File: src/asrv_pkg.sv
// Shared constants and register codes for the envelope vector blend block.
`default_nettype none
package asrv_pkg;

  localparam int DEF_COMPONENTS      = 4;
  localparam int DEF_COMPONENT_WIDTH = 16;
  localparam int DEF_TIME_WIDTH      = 32;

  localparam int MAX_COMPONENTS = 4;
  localparam int OUT_W          = 16;
  localparam int TICK_W         = 16;
  localparam int FRAC_W         = 16;
  localparam int WEIGHT_W       = FRAC_W + 1;
  localparam int TOTAL_W        = TICK_W + 2;
  localparam int CFG_IDX_W      = 3;
  localparam int CFG_DATA_W     = 64;
  localparam int STEP_CNT_W     = $clog2(FRAC_W + 1);

  localparam logic [WEIGHT_W-1:0] FULL_WEIGHT = WEIGHT_W'(1) << FRAC_W;

  localparam logic [CFG_IDX_W-1:0] REG_START_TIME = 3'd0;
  localparam logic [CFG_IDX_W-1:0] REG_ATTACK     = 3'd1;
  localparam logic [CFG_IDX_W-1:0] REG_SUSTAIN    = 3'd2;
  localparam logic [CFG_IDX_W-1:0] REG_RELEASE    = 3'd3;
  localparam logic [CFG_IDX_W-1:0] REG_HOLD       = 3'd4;
  localparam logic [CFG_IDX_W-1:0] REG_INITIAL    = 3'd5;
  localparam logic [CFG_IDX_W-1:0] REG_TARGET     = 3'd6;

  typedef struct packed {
    logic start;
    logic [WEIGHT_W-1:0] weight;
  } asrv_mul_cmd_t;

endpackage
`default_nettype wire

File: src/asrv_div.sv
// Bit-serial restoring divider: floor(num * 2^16 / den) for num below den.
`default_nettype none
module asrv_div (
  input  wire logic                        clk,
  input  wire logic                        rst_n,
  input  wire logic                        start,
  input  wire logic [asrv_pkg::TICK_W-1:0] num,
  input  wire logic [asrv_pkg::TICK_W-1:0] den,
  output logic                             done,
  output logic [asrv_pkg::FRAC_W-1:0]      quot
);
  import asrv_pkg::*;

  logic [TICK_W-1:0]     rem_r, rem_nxt;
  logic [FRAC_W-1:0]     quot_r, quot_nxt;
  logic [TICK_W-1:0]     den_r, den_nxt;
  logic [STEP_CNT_W-1:0] cnt_r, cnt_nxt;
  logic                  busy_r, busy_nxt;
  logic                  done_r, done_nxt;
  logic [TICK_W:0]       shifted;
  logic [TICK_W:0]       diff;
  logic                  fits;

  always_comb begin
    shifted  = {rem_r, 1'b0};
    diff     = shifted - {1'b0, den_r};
    fits     = shifted >= {1'b0, den_r};
    rem_nxt  = rem_r;
    quot_nxt = quot_r;
    den_nxt  = den_r;
    cnt_nxt  = cnt_r;
    busy_nxt = busy_r;
    done_nxt = 1'b0;
    if (start) begin
      rem_nxt  = num;
      den_nxt  = den;
      quot_nxt = '0;
      cnt_nxt  = STEP_CNT_W'(FRAC_W);
      busy_nxt = 1'b1;
    end else if (busy_r) begin
      rem_nxt  = fits ? diff[TICK_W-1:0] : shifted[TICK_W-1:0];
      quot_nxt = {quot_r[FRAC_W-2:0], fits};
      cnt_nxt  = cnt_r - STEP_CNT_W'(1);
      if (cnt_r == STEP_CNT_W'(1)) begin
        busy_nxt = 1'b0;
        done_nxt = 1'b1;
      end
    end
  end

  always_ff @(posedge clk) begin
    rem_r  <= rem_nxt;
    quot_r <= quot_nxt;
    den_r  <= den_nxt;
    cnt_r  <= cnt_nxt;
    if (!rst_n) begin
      busy_r <= 1'b0;
      done_r <= 1'b0;
    end else begin
      busy_r <= busy_nxt;
      done_r <= done_nxt;
    end
  end

  assign done = done_r;
  assign quot = quot_r;

endmodule
`default_nettype wire

File: src/asrv_mul.sv
// Shift-add blend lanes: start + floor((target - start) * weight / 2^16).
`default_nettype none
module asrv_mul #(
  parameter int COMPONENTS      = asrv_pkg::DEF_COMPONENTS,
  parameter int COMPONENT_WIDTH = asrv_pkg::DEF_COMPONENT_WIDTH
) (
  input  wire logic                                  clk,
  input  wire logic                                  rst_n,
  input  wire asrv_pkg::asrv_mul_cmd_t               cmd,
  input  wire logic [COMPONENTS*COMPONENT_WIDTH-1:0] init_vals,
  input  wire logic [COMPONENTS*COMPONENT_WIDTH-1:0] targ_vals,
  output logic                                       done,
  output logic [COMPONENTS*COMPONENT_WIDTH-1:0]      blend_vals
);
  import asrv_pkg::*;

  localparam int CW = COMPONENT_WIDTH;
  localparam int AW = CW + 2;

  logic [FRAC_W-1:0]     wsh_r, wsh_nxt;
  logic                  full_r, full_nxt;
  logic [STEP_CNT_W-1:0] cnt_r, cnt_nxt;
  logic                  busy_r, busy_nxt;
  logic                  done_r, done_nxt;

  always_comb begin
    wsh_nxt  = wsh_r;
    full_nxt = full_r;
    cnt_nxt  = cnt_r;
    busy_nxt = busy_r;
    done_nxt = 1'b0;
    if (cmd.start) begin
      wsh_nxt  = cmd.weight[FRAC_W-1:0];
      full_nxt = cmd.weight[FRAC_W];
      cnt_nxt  = STEP_CNT_W'(FRAC_W);
      busy_nxt = 1'b1;
    end else if (busy_r) begin
      wsh_nxt = wsh_r >> 1;
      cnt_nxt = cnt_r - STEP_CNT_W'(1);
      if (cnt_r == STEP_CNT_W'(1)) begin
        busy_nxt = 1'b0;
        done_nxt = 1'b1;
      end
    end
  end

  always_ff @(posedge clk) begin
    wsh_r  <= wsh_nxt;
    full_r <= full_nxt;
    cnt_r  <= cnt_nxt;
    if (!rst_n) begin
      busy_r <= 1'b0;
      done_r <= 1'b0;
    end else begin
      busy_r <= busy_nxt;
      done_r <= done_nxt;
    end
  end

  for (genvar k = 0; k < COMPONENTS; k++) begin : g_lane
    logic signed [CW-1:0] a;
    logic signed [CW-1:0] b;
    logic signed [AW-1:0] d;
    logic signed [AW-1:0] sum;
    logic signed [AW-1:0] acc_r, acc_nxt;
    logic signed [AW-1:0] res;

    always_comb begin
      a   = signed'(init_vals[k*CW +: CW]);
      b   = signed'(targ_vals[k*CW +: CW]);
      d   = AW'(b) - AW'(a);
      sum = acc_r + (wsh_r[0] ? d : AW'(0));
      acc_nxt = acc_r;
      if (cmd.start) begin
        acc_nxt = '0;
      end else if (busy_r) begin
        acc_nxt = sum >>> 1;
      end
      res = full_r ? AW'(b) : AW'(a) + acc_r;
    end

    always_ff @(posedge clk) begin
      acc_r <= acc_nxt;
    end

    assign blend_vals[k*CW +: CW] = res[CW-1:0];
  end

  assign done = done_r;

endmodule
`default_nettype wire

File: src/asr_envelope_vector_lerp.sv
// Top level: attack-sustain-release envelope that blends a vector of components.
//
//  channel | ports                                  | direction
//  --------+----------------------------------------+----------
//  in      | in_valid, in_ready, in_frame_time       | input item
//  out     | out_valid, out_ready, out_value_0..3,  | result item
//          | out_weight, out_done_res               |
//  cfg     | cfg_valid, cfg_ready, cfg_index, cfg_data | register write
//
// When the weight needs a division an item passes the select state, the bit-serial
// divider, the shift-add multiply lanes and the output load in that order; otherwise
// the divider is skipped. Synchronous active-low reset sets attack and release to 1,
// the other configuration registers to 0, and clears the finished flag. A new item
// is taken while a result waits in the output register; a stalled result holds the
// block in its last step until taken.
`default_nettype none
module asr_envelope_vector_lerp #(
  parameter int COMPONENTS      = asrv_pkg::DEF_COMPONENTS,
  parameter int COMPONENT_WIDTH = asrv_pkg::DEF_COMPONENT_WIDTH,
  parameter int TIME_WIDTH      = asrv_pkg::DEF_TIME_WIDTH
) (
  input  wire logic                            clk,
  input  wire logic                            rst_n,
  input  wire logic                            in_valid,
  output logic                                 in_ready,
  input  wire logic [TIME_WIDTH-1:0]           in_frame_time,
  output logic                                 out_valid,
  input  wire logic                            out_ready,
  output logic signed [asrv_pkg::OUT_W-1:0]    out_value_0,
  output logic signed [asrv_pkg::OUT_W-1:0]    out_value_1,
  output logic signed [asrv_pkg::OUT_W-1:0]    out_value_2,
  output logic signed [asrv_pkg::OUT_W-1:0]    out_value_3,
  output logic [asrv_pkg::WEIGHT_W-1:0]        out_weight,
  output logic                                 out_done_res,
  input  wire logic                            cfg_valid,
  output logic                                 cfg_ready,
  input  wire logic [asrv_pkg::CFG_IDX_W-1:0]  cfg_index,
  input  wire logic [asrv_pkg::CFG_DATA_W-1:0] cfg_data
);
  import asrv_pkg::*;

  localparam int CW    = COMPONENT_WIDTH;
  localparam int VW    = COMPONENTS * CW;
  localparam int CMP_W = (TIME_WIDTH > TOTAL_W) ? TIME_WIDTH : TOTAL_W;

  localparam logic [2:0] S_IDLE = 3'd0;
  localparam logic [2:0] S_SEL  = 3'd1;
  localparam logic [2:0] S_DIV  = 3'd2;
  localparam logic [2:0] S_MUL  = 3'd3;
  localparam logic [2:0] S_OUT  = 3'd4;

  logic [TIME_WIDTH-1:0] start_time_r;
  logic [TICK_W-1:0]     attack_r, sustain_r, release_r;
  logic                  hold_r;
  logic [CFG_DATA_W-1:0] init_r, targ_r;

  logic [2:0]            state_r, state_nxt;
  logic [TIME_WIDTH-1:0] t_r, t_nxt;
  logic [WEIGHT_W-1:0]   weight_r, weight_nxt;
  logic                  finished_r, finished_nxt;

  logic                  out_valid_r, out_valid_nxt;
  logic [OUT_W-1:0]      out_val_r [MAX_COMPONENTS];
  logic [WEIGHT_W-1:0]   out_weight_r;
  logic                  out_done_r;
  logic                  load_out;

  logic [CMP_W-1:0]      t_ext;
  logic [TOTAL_W-1:0]    total;
  logic [TOTAL_W-1:0]    rel_x;
  logic                  t_ge_att, t_ge_tot;

  logic                  div_start, div_done;
  logic [TICK_W-1:0]     div_num, div_den;
  logic [FRAC_W-1:0]     div_quot;
  asrv_mul_cmd_t         mul_cmd;
  logic                  mul_done;
  logic [VW-1:0]         blend_vals;

  assign cfg_ready = 1'b1;
  assign in_ready  = (state_r == S_IDLE);

  always_ff @(posedge clk) begin
    if (!rst_n) begin
      start_time_r <= '0;
      attack_r     <= TICK_W'(1);
      sustain_r    <= '0;
      release_r    <= TICK_W'(1);
      hold_r       <= 1'b0;
      init_r       <= '0;
      targ_r       <= '0;
    end else if (cfg_valid && cfg_ready) begin
      case (cfg_index)
        REG_START_TIME: start_time_r <= cfg_data[TIME_WIDTH-1:0];
        REG_ATTACK:     attack_r     <= cfg_data[TICK_W-1:0];
        REG_SUSTAIN:    sustain_r    <= cfg_data[TICK_W-1:0];
        REG_RELEASE:    release_r    <= cfg_data[TICK_W-1:0];
        REG_HOLD:       hold_r       <= cfg_data[0];
        REG_INITIAL:    init_r       <= cfg_data;
        REG_TARGET:     targ_r       <= cfg_data;
        default: ;
      endcase
    end
  end

  always_comb begin
    t_ext    = CMP_W'(t_r);
    total    = TOTAL_W'(attack_r) + TOTAL_W'(sustain_r) + TOTAL_W'(release_r);
    rel_x    = total - t_ext[TOTAL_W-1:0];
    t_ge_att = t_ext >= CMP_W'(attack_r);
    t_ge_tot = t_ext >= CMP_W'(total);
    div_den  = (hold_r || !t_ge_att) ? attack_r : release_r;
    div_num  = (hold_r || !t_ge_att) ? t_r[TICK_W-1:0] : rel_x[TICK_W-1:0];

    state_nxt      = state_r;
    t_nxt          = t_r;
    weight_nxt     = weight_r;
    finished_nxt   = finished_r;
    div_start      = 1'b0;
    mul_cmd.start  = 1'b0;
    mul_cmd.weight = weight_r;
    load_out       = 1'b0;

    case (state_r)
      S_IDLE: begin
        if (in_valid) begin
          t_nxt     = (in_frame_time > start_time_r) ? in_frame_time - start_time_r : '0;
          state_nxt = S_SEL;
        end
      end
      S_SEL: begin
        state_nxt  = S_MUL;
        weight_nxt = '0;
        if (finished_r) begin
          weight_nxt = '0;
        end else if (hold_r) begin
          if (t_ge_att) begin
            weight_nxt = FULL_WEIGHT;
          end else begin
            div_start = 1'b1;
          end
        end else if (t_ge_tot) begin
          finished_nxt = 1'b1;
        end else if (!t_ge_att) begin
          div_start = 1'b1;
        end else if (release_r == '0 || rel_x >= TOTAL_W'(release_r)) begin
          weight_nxt = FULL_WEIGHT;
        end else begin
          div_start = 1'b1;
        end
        if (div_start) begin
          state_nxt = S_DIV;
        end else begin
          mul_cmd.start  = 1'b1;
          mul_cmd.weight = weight_nxt;
        end
      end
      S_DIV: begin
        if (div_done) begin
          weight_nxt     = {1'b0, div_quot};
          mul_cmd.start  = 1'b1;
          mul_cmd.weight = weight_nxt;
          state_nxt      = S_MUL;
        end
      end
      S_MUL: begin
        if (mul_done) begin
          state_nxt = S_OUT;
        end
      end
      S_OUT: begin
        if (!out_valid_r || out_ready) begin
          load_out  = 1'b1;
          state_nxt = S_IDLE;
        end
      end
      default: state_nxt = S_IDLE;
    endcase

    out_valid_nxt = load_out ? 1'b1 : (out_ready ? 1'b0 : out_valid_r);
  end

  always_ff @(posedge clk) begin
    t_r      <= t_nxt;
    weight_r <= weight_nxt;
    if (!rst_n) begin
      state_r     <= S_IDLE;
      finished_r  <= 1'b0;
      out_valid_r <= 1'b0;
    end else begin
      state_r     <= state_nxt;
      finished_r  <= finished_nxt;
      out_valid_r <= out_valid_nxt;
    end
  end

  always_ff @(posedge clk) begin
    if (load_out) begin
      out_weight_r <= weight_r;
      out_done_r   <= finished_r;
      for (int k = 0; k < MAX_COMPONENTS; k++) begin
        if (k < COMPONENTS) begin
          out_val_r[k] <= OUT_W'(signed'(blend_vals[k*CW +: CW]));
        end else begin
          out_val_r[k] <= '0;
        end
      end
    end
  end

  asrv_div u_div (
    .clk   (clk),
    .rst_n (rst_n),
    .start (div_start),
    .num   (div_num),
    .den   (div_den),
    .done  (div_done),
    .quot  (div_quot)
  );

  asrv_mul #(
    .COMPONENTS      (COMPONENTS),
    .COMPONENT_WIDTH (COMPONENT_WIDTH)
  ) u_mul (
    .clk        (clk),
    .rst_n      (rst_n),
    .cmd        (mul_cmd),
    .init_vals  (init_r[VW-1:0]),
    .targ_vals  (targ_r[VW-1:0]),
    .done       (mul_done),
    .blend_vals (blend_vals)
  );

  assign out_valid    = out_valid_r;
  assign out_value_0  = signed'(out_val_r[0]);
  assign out_value_1  = signed'(out_val_r[1]);
  assign out_value_2  = signed'(out_val_r[2]);
  assign out_value_3  = signed'(out_val_r[3]);
  assign out_weight   = out_weight_r;
  assign out_done_res = out_done_r;

endmodule
`default_nettype wire

File: config.mk
export PLATFORM = sky130hd
export DESIGN_NAME = asr_envelope_vector_lerp
export DESIGN_NICKNAME = d
export VERILOG_FILES = /design/src/asrv_pkg.sv /design/src/asrv_div.sv /design/src/asrv_mul.sv /design/src/asr_envelope_vector_lerp.sv
export SDC_FILE = /design/constraint.sdc
export NUM_CORES = 2
export LEC_CHECK = 0
export BUFFER_PORTS_ARGS = -buffer_cell sky130_fd_sc_hd__buf_2
export CAP_MARGIN = 40
export CORE_MARGIN = 4
export CORE_UTILIZATION = 50
export CTS_CLUSTER_DIAMETER = 50
export CTS_CLUSTER_SIZE = 20
export DETAILED_ROUTE_END_ITERATION = 10
export PLACE_DENSITY = 0.7
export RECOVER_POWER = 100
export SLEW_MARGIN = 20
export SYNTH_ARGS = -nofsm -noshare
export SYNTH_HDL_FRONTEND = slang
export SYNTH_SLANG_ARGS = --single-unit
export TNS_END_PERCENT = 20
File: constraint.sdc
create_clock -name clk -period 7.1 [get_ports clk]
set_clock_uncertainty 0.05 [all_clocks]
set_input_delay 1.42 -clock clk [delete_from_list [all_inputs] [get_ports clk]]
set_output_delay 1.42 -clock clk [all_outputs]
set_load 0.05 [all_outputs]
### Word level (Yosys, flattened, before mapping)

Memory sizes are Yosys's and may differ from the RTL's.
Cells that the tools add are included.
Widths: inputs -> output; s select.

* input port bits: 104
* register bits: 428
* logic and storage cells: 154
* memory bits (writable): 64
* output and inout port bits: 85
* memories kept: 1

Memory list
* out_val_r: words 4, width 16, rd ports 4, clocked after Yosys merged registers in 0, wr ports 4, line asr_envelope_vector_lerp.sv:63 `logic [OUT_W-1:0] out_val_r [MAX_COMPONENTS];`

* bitwise gates (word level): 3
* $lt $le $gt $ge: 5
* mux-type cells: 57
* add/sub/neg operators: 19
* equal/unequal tests: 16
* reduce and logical (&&, ||, !) cells: 24

Operators with widths (count)
* $mux 16: 11
* $mux 17: 7
* $mux 18: 6
* $add 17x18->18: 4
* $sub 16x16->17: 4
* $add 16x16->16: 4
* $pmux 18 s2: 1
* $pmux 17 s2: 1
* $ge 32x16->1: 1
* $ge 32x18->1: 1
* $gt 32x32->1: 1
* $sub 32x32->32: 1
* $mux 1: 26
* $add 17x16->18: 1
* $ge 18x16->1: 1
* $reduce_and 2->1: 9
* $sub 18x18->18: 1
* $add 16x16->17: 1
* $ge 17x16->1: 1
* $logic_not 16->1: 1
* $sub 16x16->16: 1
* $pmux 3 s5: 1
* $eq 3x2->1 const B: 4
* $eq 3x3->1 const B: 4
* other kinds (13): 31

### Depth between registers and ports, before layout

* word-level depth: 14
* mapped depth: 36
* depth with buffers taken out: 34

### Cells and area by module

Synthesis repeated with hierarchy kept, for this count alone.

* cell total of the unflattened synthesis: 3842
* area, all modules: 33384.5 sq um

By module, submodules not included
* asr_envelope_vector_lerp: cells an instance 1882, area each 17653.2 sq um, instances 1, seq. area each 8217.9 sq um
* asrv_mul: cells an instance 1637, area each 12573.3 sq um, instances 1, seq. area each 2011.9 sq um
* asrv_div: cells an instance 323, area each 3158.0 sq um, instances 1, seq. area each 1421.4 sq um

### Worst setup path before layout

No wires, ideal clock.

* path kind: register to register
* start: register attack_r[1]
* end: register u_mul.wsh_r[0], enable pin
* library setup time: 0.364 ns
* cell stages (with the launch flop): 35
* period minus slack after synthesis: 6.890 ns
* arrival time: 6.476 ns
* buffers on the path: 2
* slack: 0.210 ns
* required time: 6.686 ns
* path through: dfxtp_1 inv_1 fa_1 inv_1 ha_1 fa_1 a21o_1 a21oi_1 nor2b_1 o21a_1 o41ai_2 o21bai_1 a211oi_1 nor2_1 ha_1 nand4_1 nor2_1 a21oi_1 o31ai_1 or2_2 nand4_1 nand2_1 xnor2_1 ha_1 a211oi_1 and3_1 o221ai_1 nor3_1 nand3_1 o31a_1 nor3b_2 nand2b_1 buf_4 buf_4 nand2_1

* word-level cells in the longest chain between the ends: 14
* elaborated cells on any way between the ends: 17
* those cells by class: 3 x add/sub; 3 x order compare; 9 x mux; 2 x reduce/logical

RTL lines
* from (decl): line asr_envelope_vector_lerp.sv:53 `logic [TICK_W-1:0] attack_r, sustain_r, release_r;`
* from (signal assigned): line asr_envelope_vector_lerp.sv:95 `REG_ATTACK: attack_r <= cfg_data[TICK_W-1:0];`
* $add 16x16->17: line asr_envelope_vector_lerp.sv:108 `total = TOTAL_W'(attack_r) + TOTAL_W'(sustain_r) + TOTAL_W'(release_r);`
* $add 17x16->18: line asr_envelope_vector_lerp.sv:108
* $sub 18x18->18: line asr_envelope_vector_lerp.sv:109 `rel_x = total - t_ext[TOTAL_W-1:0];`
* $ge 18x16->1: line asr_envelope_vector_lerp.sv:146 `end else if (release_r == '0 || rel_x >= TOTAL_W'(release_r)) begin`
* $logic_or 1x1->1: line asr_envelope_vector_lerp.sv:146
* $mux 1: line asr_envelope_vector_lerp.sv:146
* $mux 1: line asr_envelope_vector_lerp.sv:144 `end else if (!t_ge_att) begin`
* $mux 1: line asr_envelope_vector_lerp.sv:142 `end else if (t_ge_tot) begin`
* $mux 1 (*): line asr_envelope_vector_lerp.sv:136 `end else if (hold_r) begin`
* $mux 1 (*): line asr_envelope_vector_lerp.sv:134 `if (finished_r) begin`
* $mux 1 (*): line asr_envelope_vector_lerp.sv:124 `case (state_r)`
* $mux 18 (*): line asr_envelope_vector_lerp.sv:151 `if (div_start) begin`
* $pmux 18 s2 (*): line asr_envelope_vector_lerp.sv:124
* $reduce_bool 2->1 (no line) (*)
* to (signal assigned): line asrv_mul.sv:48 `wsh_r <= wsh_nxt;`
* to (decl): line asrv_mul.sv:20 `logic [FRAC_W-1:0] wsh_r, wsh_nxt;`

Mark *: on every way between the ends. The rest lies on a longest branch, timed or not. The select of a mux whose other input is x is not followed.
A chain may end at the register's enable or synchronous reset.

### Worst setup path in the final report

* start: register attack_r[1]
* end: register u_mul.wsh_r[10], enable pin

The elaborated chain is that of the path after synthesis.

==> out/qor.yml <==
timing:
  worst_pin_slew_ps: 3440
  timing.fmax_ghz: 0.148
  max_slew_margin_pct: -129
  finalMaxSlewViolations: 552
  period_needed_ps: 6760
  rsz0062_at_grt: "true"
  finalCritPeriodShare_pct: 95.3
  hold_viol: 0
  setup-violations-final: 0
power:
  power_density_nw_per_um2: 236
  p_leak_uw: 0.0148
  vdd_drop_max_v: 0.000198
  total_power_uw: 8670
routing:
  drt.antenna.violating_nets: 0
  routed_wl_um: 81600
  drt_iter0_drc: 1600
  route.detailed.drc: 0
  route.vias.total: 26600
  wire_per_inst_um: 16.9
  firstDrtPassIters: 5
  via_per_inst: 5.50
yosys:
  async_flop_share_pct: 0
  syn_avg_cell_area_um2: 8.68
  synth_ff_type: "dfxtp_1"
  synth_seq_cells: 492
  synthTopCellsByArea: "dfxtp_1 (19%), edfxtp_1 (17%), ha_1 (12%), nand2_1 (7.4%), a21boi_0 (4.8%)"
  seq_area_frac_synth_pct: 35.7
  synth_common_cells: "nand2_1 (645), ha_1 (322), dfxtp_1 (312)"
  synth_enable_flop_cells: 180
  ys_warn_count: 0
  synth_area_um2: 32600
  synth_top_area_share_pct: 19.1
  syn_inst: 3759
  synth_cell_types: 82
  synth_most_common_cell: "nand2_1"
  netlist.top_cell.by_area: "dfxtp_1"
  synth_nets: 4217
floorplan:
  core_um2: 64500
  initial_core_util_pct: 50.6
  die_w_um: 263
  rows: 93
  die_y_um: 263
  die_area_um2: 69400
  io_pins: 189
outcome:
  status: "finished with violations"
  violations: "capacitance limit, slew limit"
global_route:
  track_usage_pct: 22.4
  grt_overflow: 0
  grt_pass1_wl_um: 130000
  grt_max_degree: 92
  first_global_vias: 25000
  antenna_found_initial: 5
placed_design:
  io_buffers: 187
  dp_hpwl_um: 58900
  globalplace.congestion: 0.915
  dp_cells: 4706
clock_network:
  cts_buffer_depth: 3
  cts_tree: "yes"
  cts_buffers: 58
  cts_hold_buf: 0
  root_buffer: "clkbuf_16"
  path_clk_slew_ps: 60
  ctsHtreeMaxLevel: 2
  clock_sinks: 492
  clock_latency_ps: 630
job:
  drv_cap: 12
critical_path:
  worst-path-max-fanout: 16
  worstSetupEndpointType: "register"
  worst_setup_path_start_kind: "register"
  cp_slowest_cell: "fa_1"
  arrival_ps: 7090
  cp_data_required_time_ps: 7430
  path_buf_inv: 3
  cp_top_family: "compound AO/OA/AOI/OAI gates"
  cp_slowest_stage_delay_ps: 530
  crit_type: "reg2reg"
finish:
  area_growth_pct: 12.6
  final_core_util_pct: 56.9
  seq_area_um2: 11700
  nets: 4387
  multi_input_area_um2: 19500
  drive_gt1_share_pct: 7.61
  fillCellCount: 5946
  fin_cells: 4836
hold_path:
  hp-class: "reg2reg"
## flip-flops by register name, summed over array words and instances, names as in the netlist, 16 cells and up
| name | flops |
|---|---|
| u_mul.g_lane.acc_r | 68 |
| init_r | 64 |
| out_val_r | 64 |
| targ_r | 64 |
| start_time_r | 32 |
| t_ext | 32 |
| out_weight | 17 |
| weight_r | 17 |
| attack_r | 16 |
| release_r | 16 |
| sustain_r | 16 |
| u_div.den_r | 16 |
| u_div.quot | 16 |
| u_div.rem_r | 16 |
| u_mul.wsh_r | 16 |
## final cells by class
type                            instances  share of cell area, %
Clock buffer                           66                   4.18
Tap cell                              855                   2.91
Multi-Input combinational cell       2876                   53.3
Sequential cell                       492                   31.8
Clock inverter                         44                   1.46
Timing Repair Buffer                  243                   3.78
Inverter                              258                   2.66
Antenna cell                            2                 0.0136
## kinds of logic (layout without fill, tap and decap cells)
family / count (synthesis) / count (layout) / synth area share, %
AOI/OAI and AO/OA: 889 / 889 / 18.2
xor gates and xnor gates: 197 / 197 / 5.29
adders and majority gates: 354 / 354 / 14.3
buffers and inverters: 391 / 611 / 4.76
DFF: 492 / 492 / 35.7
muxes: 97 / 97 / 3.03
other: 1 / 3 / 0.0115
and+or+nand+nor: 1338 / 1338 / 18.6
## worst register-to-register path, delay by kind of cell (launching register included)
kind | cells | cell delay [ps]
compound gates | 11 | 2060
simple gates | 13 | 1860
fa+ha+maj | 5 | 1760
flops | 1 | 330
buf+inv | 3 | 280
xor+xnor | 1 | 150
## worst paths after layout
check | slack (ps) | startpoint | cells past startpoint | endpoint
max | 340 | attack_r[1]$_SDFFE_PN0P_ | 33 | u_mul.wsh_r[10]$_DFFE_PP_
min | 370 | weight_r[15]$_SDFFCE_PN0P_ | 0 | out_weight[15]$_DFFE_PP_
max reg2reg | 340 | attack_r[1]$_SDFFE_PN0P_ | 33 | u_mul.wsh_r[10]$_DFFE_PP_
min reg2reg | 370 | weight_r[15]$_SDFFCE_PN0P_ | 0 | out_weight[15]$_DFFE_PP_
## per-layer routing
metal  up-vias  track usage (%)  wire length, um
met1     12500             31.4            38700
met2       540             36.5            36400
met3       111             3.23             4550
met4         2             5.94             1840
li1      13500                -                -
met5         -                0               13
## through the flow
stage | TNS (ps) | setup slack (ps) | hold WS (ps) | instance area [um2]
detailed placement | -119 | -30.9 | 355 | 34500
global placement | 0 | 61.3 | 352 | 34400
global route | -3320 | -68.8 | 373 | 36700
floorplan | 0 | 210 | 350 | 32600
finish | 0 | 336 | 367 | 36700
CTS | 0 | 30.0 | 369 | 36600
## power breakdown
part           switching (uW)  internal [uW]  leakage, uW
sequential                203           3170      0.00419
combinational            1210            948      0.00964
clock                    1410           1730     0.000999
## placed cells by master, fill, tap and decap left out, drive strengths merged, types with 12 or more instances in the layout
cell type	netlist	final
o21a	36	36
buf	20	135
o21bai	15	15
a211o	12	12
a21boi	210	210
nor4	14	14
a211oi	46	46
nor2b	70	70
clkinv	1	18
clkbuf	113	174
nand4	25	25
xor2	66	66
dfxtp	312	312
mux2i	84	84
nand2b	29	29
a22o	16	16
nor2	242	242
a21o	53	53
a2111oi	13	13
nand2	645	645
nand3	62	62
edfxtp	180	180
a31oi	19	19
ha	322	322
o211ai	18	18
fa	32	32
mux2	13	13
and3	37	37
inv	257	278
xnor2	131	131
o21ai	159	159
or3	25	25
a21oi	201	201
or2	19	19
and2	62	62
o31ai	17	17
nor3	71	71
## timing repair
item,4_1_cts,5_1_grt
setup buffers,0,6
gates cloned,0,6
pin swaps,0,19
hold endpoints to repair,0,0
endpoints found under the setup margin,8,179
resized for setup,2,24
No activity file was read; power rests on OpenSTA's default activity.
